==> src/rtl/pewq_pkg.sv <==
// Shared types, constants and helpers for the periodic event wait queues.
`default_nettype none

package pewq_pkg;

  localparam int NUM_SOURCES  = 4;
  localparam int QUEUE_DEPTH  = 16;
  localparam int TASK_ID_BITS = 6;

  localparam int SRC_W    = (NUM_SOURCES > 1) ? $clog2(NUM_SOURCES) : 1;
  localparam int QIDX_W   = (QUEUE_DEPTH > 1) ? $clog2(QUEUE_DEPTH) : 1;
  localparam int CNT_W    = $clog2(QUEUE_DEPTH + 1);
  localparam int PERIOD_W = 16;
  localparam int TIME_W   = 32;
  localparam int DEV_W    = 2;
  localparam int TASK_W   = 6;
  localparam int PRIO_W   = 6;
  localparam int ENTRY_W  = TASK_ID_BITS + PRIO_W;
  localparam int WQ_AW    = SRC_W + QIDX_W;
  localparam int WQ_DEPTH = 1 << WQ_AW;

  localparam logic ACT_WAIT = 1'b0;
  localparam logic ACT_TICK = 1'b1;

  typedef enum logic [1:0] {
    KIND_WAIT_OK   = 2'd0,
    KIND_WAIT_FULL = 2'd1,
    KIND_RELEASE   = 2'd2,
    KIND_IDLE      = 2'd3
  } kind_e;

  typedef enum logic [1:0] {
    ST_IDLE,
    ST_MATCH,
    ST_DRAIN
  } state_e;

  typedef struct packed {
    logic                action;
    logic [DEV_W-1:0]    device;
    logic [TASK_W-1:0]   task_id;
    logic [PRIO_W-1:0]   task_prio;
    logic [TIME_W-1:0]   now_ms;
  } req_t;

  typedef struct packed {
    logic                valid;
    kind_e               kind;
    logic [TASK_W-1:0]   released_task;
    logic [PRIO_W-1:0]   released_prio;
    logic [DEV_W-1:0]    from_device;
    logic                last;
    logic                dispatch;
  } res_t;

  typedef logic [NUM_SOURCES-1:0][PERIOD_W-1:0] period_arr_t;

  function automatic logic [PERIOD_W-1:0] period_reset(input logic [SRC_W-1:0] s);
    logic [PERIOD_W-1:0] v;
    unique case (2'(s))
      2'd0:    v = PERIOD_W'(100);
      2'd1:    v = PERIOD_W'(200);
      2'd2:    v = PERIOD_W'(500);
      default: v = PERIOD_W'(50);
    endcase
    return v;
  endfunction

endpackage

`default_nettype wire

==> src/rtl/pewq_ram.sv <==
// Generic single-write, single-read synchronous RAM with registered read data.
`default_nettype none

module pewq_ram #(
  parameter int WIDTH = 8,
  parameter int DEPTH = 16,
  parameter int AW    = (DEPTH > 1) ? $clog2(DEPTH) : 1
) (
  input  wire logic             clk_i,
  input  wire logic             we_i,
  input  wire logic [AW-1:0]    waddr_i,
  input  wire logic [WIDTH-1:0] wdata_i,
  input  wire logic [AW-1:0]    raddr_i,
  output logic      [WIDTH-1:0] rdata_o
);

  logic [WIDTH-1:0] mem [DEPTH];
  logic [WIDTH-1:0] rdata_q;

  always_ff @(posedge clk_i) begin
    if (we_i) begin
      mem[waddr_i] <= wdata_i;
    end
    rdata_q <= mem[raddr_i];
  end

  assign rdata_o = rdata_q;

endmodule

`default_nettype wire

==> src/rtl/pewq_ctrl.sv <==
// Sequencer for wait appends, match-time scan and queue drain over the two RAMs.
`default_nettype none

module pewq_ctrl
  import pewq_pkg::*;
(
  input  wire logic        clk_i,
  input  wire logic        rst_ni,
  input  wire logic        start_i,
  output logic             busy_o,
  input  wire req_t        req_i,
  input  wire period_arr_t period_i,
  output res_t             res_o
);

  state_e state_q, state_d;
  logic [SRC_W-1:0]    src_q;
  logic [TIME_W-1:0]   now_q;
  logic [NUM_SOURCES-1:0] match_q;
  logic [NUM_SOURCES-1:0] mt_valid_q;
  logic [QIDX_W-1:0]   head_q [NUM_SOURCES];
  logic [QIDX_W-1:0]   tail_q [NUM_SOURCES];
  logic [CNT_W-1:0]    cnt_q  [NUM_SOURCES];
  logic                rd_valid_q;
  logic [SRC_W-1:0]    rd_src_q;
  logic                rd_last_q;
  logic                res_valid_q;
  res_t                res_q, res_d;

  logic                wait_go, tick_go, drain_go, idle_go;
  logic                busy;
  logic [SRC_W-1:0]    dev_idx;
  logic                dev_oob, full;

  logic                mt_we;
  logic [SRC_W-1:0]    mt_raddr;
  logic [TIME_W-1:0]   mt_rdata, mt_cur, mt_wdata;
  logic                hit;

  logic                wq_we;
  logic [WQ_AW-1:0]    wq_waddr, wq_raddr;
  logic [ENTRY_W-1:0]  wq_wdata, wq_rdata;

  logic [NUM_SOURCES-1:0] pend, pend_rest;
  logic [SRC_W-1:0]    sel;
  logic                drain_last;

  pewq_ram #(
    .WIDTH(TIME_W),
    .DEPTH(NUM_SOURCES),
    .AW   (SRC_W)
  ) u_match_ram (
    .clk_i  (clk_i),
    .we_i   (mt_we),
    .waddr_i(src_q),
    .wdata_i(mt_wdata),
    .raddr_i(mt_raddr),
    .rdata_o(mt_rdata)
  );

  pewq_ram #(
    .WIDTH(ENTRY_W),
    .DEPTH(WQ_DEPTH),
    .AW   (WQ_AW)
  ) u_waiter_ram (
    .clk_i  (clk_i),
    .we_i   (wq_we),
    .waddr_i(wq_waddr),
    .wdata_i(wq_wdata),
    .raddr_i(wq_raddr),
    .rdata_o(wq_rdata)
  );

  assign busy   = (state_q != ST_IDLE) || rd_valid_q;
  assign busy_o = busy;

  // wait path
  assign dev_idx  = SRC_W'(req_i.device);
  assign dev_oob  = 32'(req_i.device) >= NUM_SOURCES;
  assign full     = dev_oob || (cnt_q[dev_idx] == CNT_W'(QUEUE_DEPTH));
  assign wq_we    = wait_go && !full;
  assign wq_waddr = {dev_idx, tail_q[dev_idx]};
  assign wq_wdata = {req_i.task_id[TASK_ID_BITS-1:0], req_i.task_prio};

  // match scan
  assign mt_raddr = (state_q == ST_IDLE) ? '0 : SRC_W'(src_q + 1'b1);
  assign mt_cur   = mt_valid_q[src_q] ? mt_rdata : TIME_W'(period_reset(src_q));
  assign hit      = mt_cur <= now_q;
  assign mt_wdata = now_q + TIME_W'(period_i[src_q]);
  assign mt_we    = (state_q == ST_MATCH) && hit;

  // drain selection
  always_comb begin
    for (int s = 0; s < NUM_SOURCES; s++) begin
      pend[s] = match_q[s] && (cnt_q[s] != '0);
    end
    sel = '0;
    for (int s = NUM_SOURCES - 1; s >= 0; s--) begin
      if (pend[s]) begin
        sel = SRC_W'(s);
      end
    end
    pend_rest      = pend;
    pend_rest[sel] = 1'b0;
    drain_last     = (cnt_q[sel] == CNT_W'(1)) && (pend_rest == '0);
  end

  assign wq_raddr = {sel, head_q[sel]};

  always_comb begin
    state_d  = state_q;
    wait_go  = 1'b0;
    tick_go  = 1'b0;
    drain_go = 1'b0;
    idle_go  = 1'b0;
    unique case (state_q)
      ST_IDLE: begin
        if (start_i && !busy) begin
          if (req_i.action == ACT_WAIT) begin
            wait_go = 1'b1;
          end else begin
            tick_go = 1'b1;
            state_d = ST_MATCH;
          end
        end
      end
      ST_MATCH: begin
        if (src_q == SRC_W'(NUM_SOURCES - 1)) begin
          state_d = ST_DRAIN;
        end
      end
      ST_DRAIN: begin
        if (pend == '0) begin
          idle_go = 1'b1;
          state_d = ST_IDLE;
        end else begin
          drain_go = 1'b1;
          if (drain_last) begin
            state_d = ST_IDLE;
          end
        end
      end
      default: state_d = ST_IDLE;
    endcase
  end

  always_comb begin
    res_d               = '0;
    res_d.kind          = KIND_IDLE;
    res_d.last          = 1'b1;
    if (wait_go) begin
      res_d.kind        = full ? KIND_WAIT_FULL : KIND_WAIT_OK;
      res_d.from_device = req_i.device;
    end else if (rd_valid_q) begin
      res_d.kind          = KIND_RELEASE;
      res_d.released_task = TASK_W'(wq_rdata[ENTRY_W-1:PRIO_W]);
      res_d.released_prio = wq_rdata[PRIO_W-1:0];
      res_d.from_device   = DEV_W'(rd_src_q);
      res_d.last          = rd_last_q;
      res_d.dispatch      = rd_last_q;
    end
  end

  always_ff @(posedge clk_i or negedge rst_ni) begin
    if (!rst_ni) begin
      state_q     <= ST_IDLE;
      src_q       <= '0;
      match_q     <= '0;
      mt_valid_q  <= '0;
      rd_valid_q  <= 1'b0;
      res_valid_q <= 1'b0;
      for (int s = 0; s < NUM_SOURCES; s++) begin
        head_q[s] <= '0;
        tail_q[s] <= '0;
        cnt_q[s]  <= '0;
      end
    end else begin
      state_q     <= state_d;
      rd_valid_q  <= drain_go;
      res_valid_q <= wait_go || idle_go || rd_valid_q;
      if (tick_go) begin
        src_q   <= '0;
        match_q <= '0;
      end
      if (state_q == ST_MATCH) begin
        match_q[src_q] <= hit;
        if (hit) begin
          mt_valid_q[src_q] <= 1'b1;
        end
        if (src_q != SRC_W'(NUM_SOURCES - 1)) begin
          src_q <= SRC_W'(src_q + 1'b1);
        end
      end
      if (wq_we) begin
        tail_q[dev_idx] <= (tail_q[dev_idx] == QIDX_W'(QUEUE_DEPTH - 1)) ?
                           '0 : QIDX_W'(tail_q[dev_idx] + 1'b1);
        cnt_q[dev_idx]  <= CNT_W'(cnt_q[dev_idx] + 1'b1);
      end
      if (drain_go) begin
        head_q[sel] <= (head_q[sel] == QIDX_W'(QUEUE_DEPTH - 1)) ?
                       '0 : QIDX_W'(head_q[sel] + 1'b1);
        cnt_q[sel]  <= CNT_W'(cnt_q[sel] - 1'b1);
      end
    end
  end

  always_ff @(posedge clk_i) begin
    if (tick_go) begin
      now_q <= req_i.now_ms;
    end
    if (drain_go) begin
      rd_src_q  <= sel;
      rd_last_q <= drain_last;
    end
    res_q <= res_d;
  end

  always_comb begin
    res_o       = res_q;
    res_o.valid = res_valid_q;
  end

endmodule

`default_nettype wire

==> src/rtl/periodic_event_wait_queues_unit.sv <==
// Top level: period registers and the wait queue sequencer.
//
//   channel   | handshake                  | payload
//   ----------+----------------------------+---------------------------------------------
//   request   | start / busy               | action, device, task_id, task_prio, now_ms
//   result    | res_strobe_o, one cycle    | kind, released_task, released_prio,
//             |                            | from_device, last, dispatch
//   config    | cfg_we_i, no wait          | cfg_idx_i, cfg_wdata_i
//
// The result of a wait request shows in the next cycle. A tick scans the
// match-time memory at one source per cycle, then drains the matched
// queues at one released task per cycle through the waiter memory read
// port. Reset clears queue pointers and counts; match times read as reset
// periods until first rewritten. No clearing pass. Results cannot be
// stalled.
`default_nettype none

module periodic_event_wait_queues_unit
  import pewq_pkg::*;
(
  input  wire logic                clk_i,
  input  wire logic                rst_ni,
  input  wire logic                start,
  output logic                     busy,
  input  wire logic                action_i,
  input  wire logic [DEV_W-1:0]    device_i,
  input  wire logic [TASK_W-1:0]   task_id_i,
  input  wire logic [PRIO_W-1:0]   task_prio_i,
  input  wire logic [TIME_W-1:0]   now_ms_i,
  input  wire logic                cfg_we_i,
  input  wire logic [SRC_W-1:0]    cfg_idx_i,
  input  wire logic [PERIOD_W-1:0] cfg_wdata_i,
  output logic                     res_strobe_o,
  output logic [1:0]               kind_o,
  output logic [TASK_W-1:0]        released_task_o,
  output logic [PRIO_W-1:0]        released_prio_o,
  output logic [DEV_W-1:0]         from_device_o,
  output logic                     last_o,
  output logic                     dispatch_o
);

  period_arr_t period_q;
  req_t        req;
  res_t        res;

  always_ff @(posedge clk_i or negedge rst_ni) begin
    if (!rst_ni) begin
      for (int s = 0; s < NUM_SOURCES; s++) begin
        period_q[s] <= period_reset(SRC_W'(s));
      end
    end else if (cfg_we_i && (32'(cfg_idx_i) < NUM_SOURCES)) begin
      period_q[cfg_idx_i] <= cfg_wdata_i;
    end
  end

  always_comb begin
    req.action    = action_i;
    req.device    = device_i;
    req.task_id   = task_id_i;
    req.task_prio = task_prio_i;
    req.now_ms    = now_ms_i;
  end

  pewq_ctrl u_ctrl (
    .clk_i   (clk_i),
    .rst_ni  (rst_ni),
    .start_i (start),
    .busy_o  (busy),
    .req_i   (req),
    .period_i(period_q),
    .res_o   (res)
  );

  assign res_strobe_o    = res.valid;
  assign kind_o          = res.kind;
  assign released_task_o = res.released_task;
  assign released_prio_o = res.released_prio;
  assign from_device_o   = res.from_device;
  assign last_o          = res.last;
  assign dispatch_o      = res.dispatch;

endmodule

`default_nettype wire

==> config.mk <==
export PLATFORM = sky130hd
export DESIGN_NAME = periodic_event_wait_queues_unit
export DESIGN_NICKNAME = d
export VERILOG_FILES = /design/src/rtl/pewq_pkg.sv /design/src/rtl/pewq_ram.sv /design/src/rtl/pewq_ctrl.sv /design/src/rtl/periodic_event_wait_queues_unit.sv
export SDC_FILE = /design/constraint.sdc
export NUM_CORES = 1
export LEC_CHECK = 0
export BUFFER_PORTS_ARGS = -buffer_cell sky130_fd_sc_hd__buf_2
export CAP_MARGIN = 10
export CORE_MARGIN = 4
export CORE_UTILIZATION = 62
export CTS_CLUSTER_SIZE = 20
export DETAILED_ROUTE_END_ITERATION = 10
export HOLD_SLACK_MARGIN = 0.06
export PLACE_DENSITY = 0.9
export SKIP_CTS_REPAIR_TIMING = 1
export SLEW_MARGIN = 15
export SYNTH_ARGS = -nofsm -noshare
export SYNTH_HDL_FRONTEND = slang
export SYNTH_HIERARCHICAL = 1
export SYNTH_SLANG_ARGS = --single-unit
==> constraint.sdc <==
create_clock -name clk_i -period 9.1 [get_ports clk_i]
set_input_delay 0 -clock clk_i [delete_from_list [all_inputs] [get_ports clk_i]]
set_output_delay 0 -clock clk_i [all_outputs]
set_load 0.1 [all_outputs]
==> key figures <==
Critical path
  • Critical path origin: u_ctrl/src_q[1]
  • Worst path required time: 9.39 ns
  • CP Capture Type: flop
  • Max stage delay on crit path: 1.16 ns
  • CP max FO: 36
  • Bufs and invs on worst path: 1
  • Family with the most delay on the worst path: compound AO/OA/AOI/OAI gates
  • CP max stage cell: dfrtp_1
  • Worst Path Class, Setup: flop to flop
  • Crit-path cells: mux4_2 -> and2_1 -> ha_1 -> a21o_1 -> a21o_1 -> a21o_1 -> a2111oi_0 -> o211ai_1 -> o31a_1 -> nor2b_1 -> nor3b_2 -> buf_4
  • Worst setup SP type: flop
  • Most Frequent Cell on Critical Path: a21o_1
  • R2R Path Start: u_ctrl/src_q[1]
  • CP arrival: 6.03 ns

Placement
  • Placed cell area: 0.0468 sq mm
  • Port Buffer Count: 88
  • DP Wirelength: 63200 um
  • Dpl cells: 3427
  • GP Congestion: 0.889

Timing
  • Clock Skew: 0.0683 ns
  • FMAX: 174 MHz
  • Crit path time final: 5.74 ns
  • RSZ-0062 raised after global routing: false
  • Headroom to the max-slew limit: 0.156
  • Final Hold Fails: 0
  • Final count of negative-setup-slack endpoints: 0
  • Setup TNS: 0 ns
  • Worst slew pin tran: 1.26 ns
  • Fin crit share: 0.631
  • Final slew viol count: 0

Global route
  • First-pass GRT wire length: 173000 um
  • Largest net degree at the start of global routing: 158
  • M3 GR Usage: 0.0538
  • Total gr overflow: 0
  • Grt peak-use layer: met2
  • Met1 usage: 0.381
  • Antenna violations before repair: 5
  • Gr usage total: 0.297
  • Grt met2 use: 0.500
  • Number of global-route vias before repair: 26400

Clock tree
  • CTS tree: built
  • CTS max path bufs: 3
  • Inserted Clock Buffers: 106
  • H-tree depth: 3
  • CTS sink cnt: 1123
  • Clk Latency, worst-skew pair: 0.71 ns
  • CTS clk-pin slew, worst paths: 0.06 ns
  • CTS root buf: clkbuf_16

Hold path
  • Hold crit path type: input port to flop
  • Min-delay src: now_ms_i[30]

Drt
  • Starting DRT DRC Count: 4125
  • Drt via density: 7.15
  • Initial DRT Pass Iterations: 9
  • Antenna Nets Post-Route: 0
  • Routed WL: 122000 um
  • DRC viols: 0
  • Vias: 26600
  • Routed WL per cell: 32.7 um

Die
  • Chip width: 279 um
  • Die area: 0.0778 sq mm
  • Die H: 279 um
  • Io pins: 89
  • Core Box Area: 0.0728 sq mm
  • Row count: 99
  • Initial Util: 0.625

Synthesis
  • Part of the Yosys area used for sequential elements: 0.714
  • Ys Warns: 6
  • Synthesized Nets: 2584
  • Syn Area/Cell: 18.5 sq um
  • Synth cell types: 88
  • Mapped Cells: 2454
  • Post-synthesis async set-or-reset flop share: 0.116
  • EDFF count, synth: 931
  • Post-Syn Area: 0.0455 sq mm
  • Most used flip-flop cell after synthesis: edfxtp_1
  • Seq cells post-synth: 1123

Layout
  • Nets: 2806
  • Share of cells above drive strength 1: 0.258
  • Post-route cell area: 0.0515 sq mm
  • Syn-to-layout area delta: 13.2%
  • Non-Filler Instances: 3724

Outcome
  • Run status: complete, no violations

Job
  • Max-Cap Viols: 0

Power and ir drop
  • PwrDens: 205 mW/mm^2
  • Lkg Pwr: 17.3 nW
  • Maximum vdd drop: 216 uV
-- metal layers --
layer  wire, um  up-vias
li1           -    10300
met1      40000    13500
met2      60800     2322
met3      12500      574
met4       8450        2
met5         13        -
-- through the flow --
step | total power [mW] | setup slack (ns) | hold WS, ns | util
after floorplan | 5.97 | 2.83 | -0.296 | -
after global placement | 6.09 | 3.76 | -0.00370 | 0.643
after detailed placement | 6.12 | 3.59 | 0.0149 | 0.643
after CTS | 10.5 | 3.44 | -0.721 | 0.691
after global routing | 10.8 | 3.06 | 0.0656 | 0.707
final | 10.5 | 3.36 | 0.0829 | 0.707
-- path summary, 6_finish.rpt --
path	endpoint	slack, ns	cells past startpoint
max	u_ctrl/u_match_ram/mem[0][31]	3.36	12
min	u_ctrl/now_q[30]	0.08	2
max reg2reg	u_ctrl/u_match_ram/mem[0][31]	3.36	12
min reg2reg	u_ctrl/res_o[3]	0.48	1
max in group asynchronous	period_q[13]	7.89	4
min in group asynchronous	u_ctrl/cnt_q[16]	0.38	4
-- cells in the mapped netlist, drive strengths merged (8+ instances only) --
cell / instances / share of area
nand2b: 32 / 0.0044
nor3: 22 / 0.0026
o22ai: 23 / 0.0032
nand2: 70 / 0.0058
o221ai: 17 / 0.0033
dfxtp: 62 / 0.027
clkbuf: 48 / 0.0042
nor2: 119 / 0.0098
o21a: 8 / 0.0013
ha: 60 / 0.017
dfstp: 15 / 0.0087
buf: 65 / 0.011
nand4: 16 / 0.0022
a21o: 11 / 0.0018
nand3: 35 / 0.0040
and2: 39 / 0.0054
mux4: 250 / 0.12
nor2b: 23 / 0.0032
dfrtp: 115 / 0.063
a31oi: 13 / 0.0018
a22o: 11 / 0.0021
edfxtp: 931 / 0.61
mux2: 93 / 0.023
a211oi: 16 / 0.0026
inv: 60 / 0.0050
o211ai: 16 / 0.0026
xnor2: 32 / 0.0062
o21ai: 71 / 0.0079
a22oi: 10 / 0.0017
mux2i: 31 / 0.0068
a21oi: 47 / 0.0053
-- final cells by class --
| class | instances | area [sq um] |
|---|---|---|
| clock inverter | 50 | 517 |
| clock buffer | 145 | 2980 |
| fill | 3877 | 21400 |
| tap | 959 | 1200 |
| timing repair buffer | 227 | 1820 |
| multi-input combinational | 1158 | 12300 |
| inverter | 60 | 225 |
| antenna | 2 | 5.00 |
| sequential | 1123 | 32500 |
-- placed cells by master, fill, tap and decap left out, types with 60 or more instances in the layout --
master,Yosys,routed
ha_1,60,60
edfxtp_1,931,931
dlygate4sd3_1,0,97
o21ai_0,67,67
mux2_2,93,93
clkbuf_16,0,109
nor2_1,119,81
dfxtp_1,62,62
mux4_2,247,247
dfrtp_1,115,115
nand2_1,70,70
buf_2,28,78
-- sequential cells by signal, indices dropped and copies added, names as in the netlist, 16 cells and up --
name	flops
period_q	64
u_ctrl/cnt_q	20
u_ctrl/head_q	16
u_ctrl/now_q	32
u_ctrl/res_o	18
u_ctrl/tail_q	16
u_ctrl/u_match_ram/mem	128
u_ctrl/u_match_ram/rdata_o	32
u_ctrl/u_waiter_ram/mem	768
-- where the power goes --
group	leakage (nW)	switching, mW	internal, mW	total [mW]
clock	1.69	2.02	2.44	4.45
sequential	10.4	0.0394	5.65	5.69
combinational	5.18	0.245	0.160	0.405
total	17.3	2.30	8.25	10.5
-- kinds of logic after synthesis --
logic type	share of synthesized area
simple gates	0.0452
fa+ha+maj	0.0169
buf+inv	0.0201
compound gates	0.0434
xor+xnor	0.00674
mux	0.154
flops	0.714
Power figures use the tool's default switching activity.
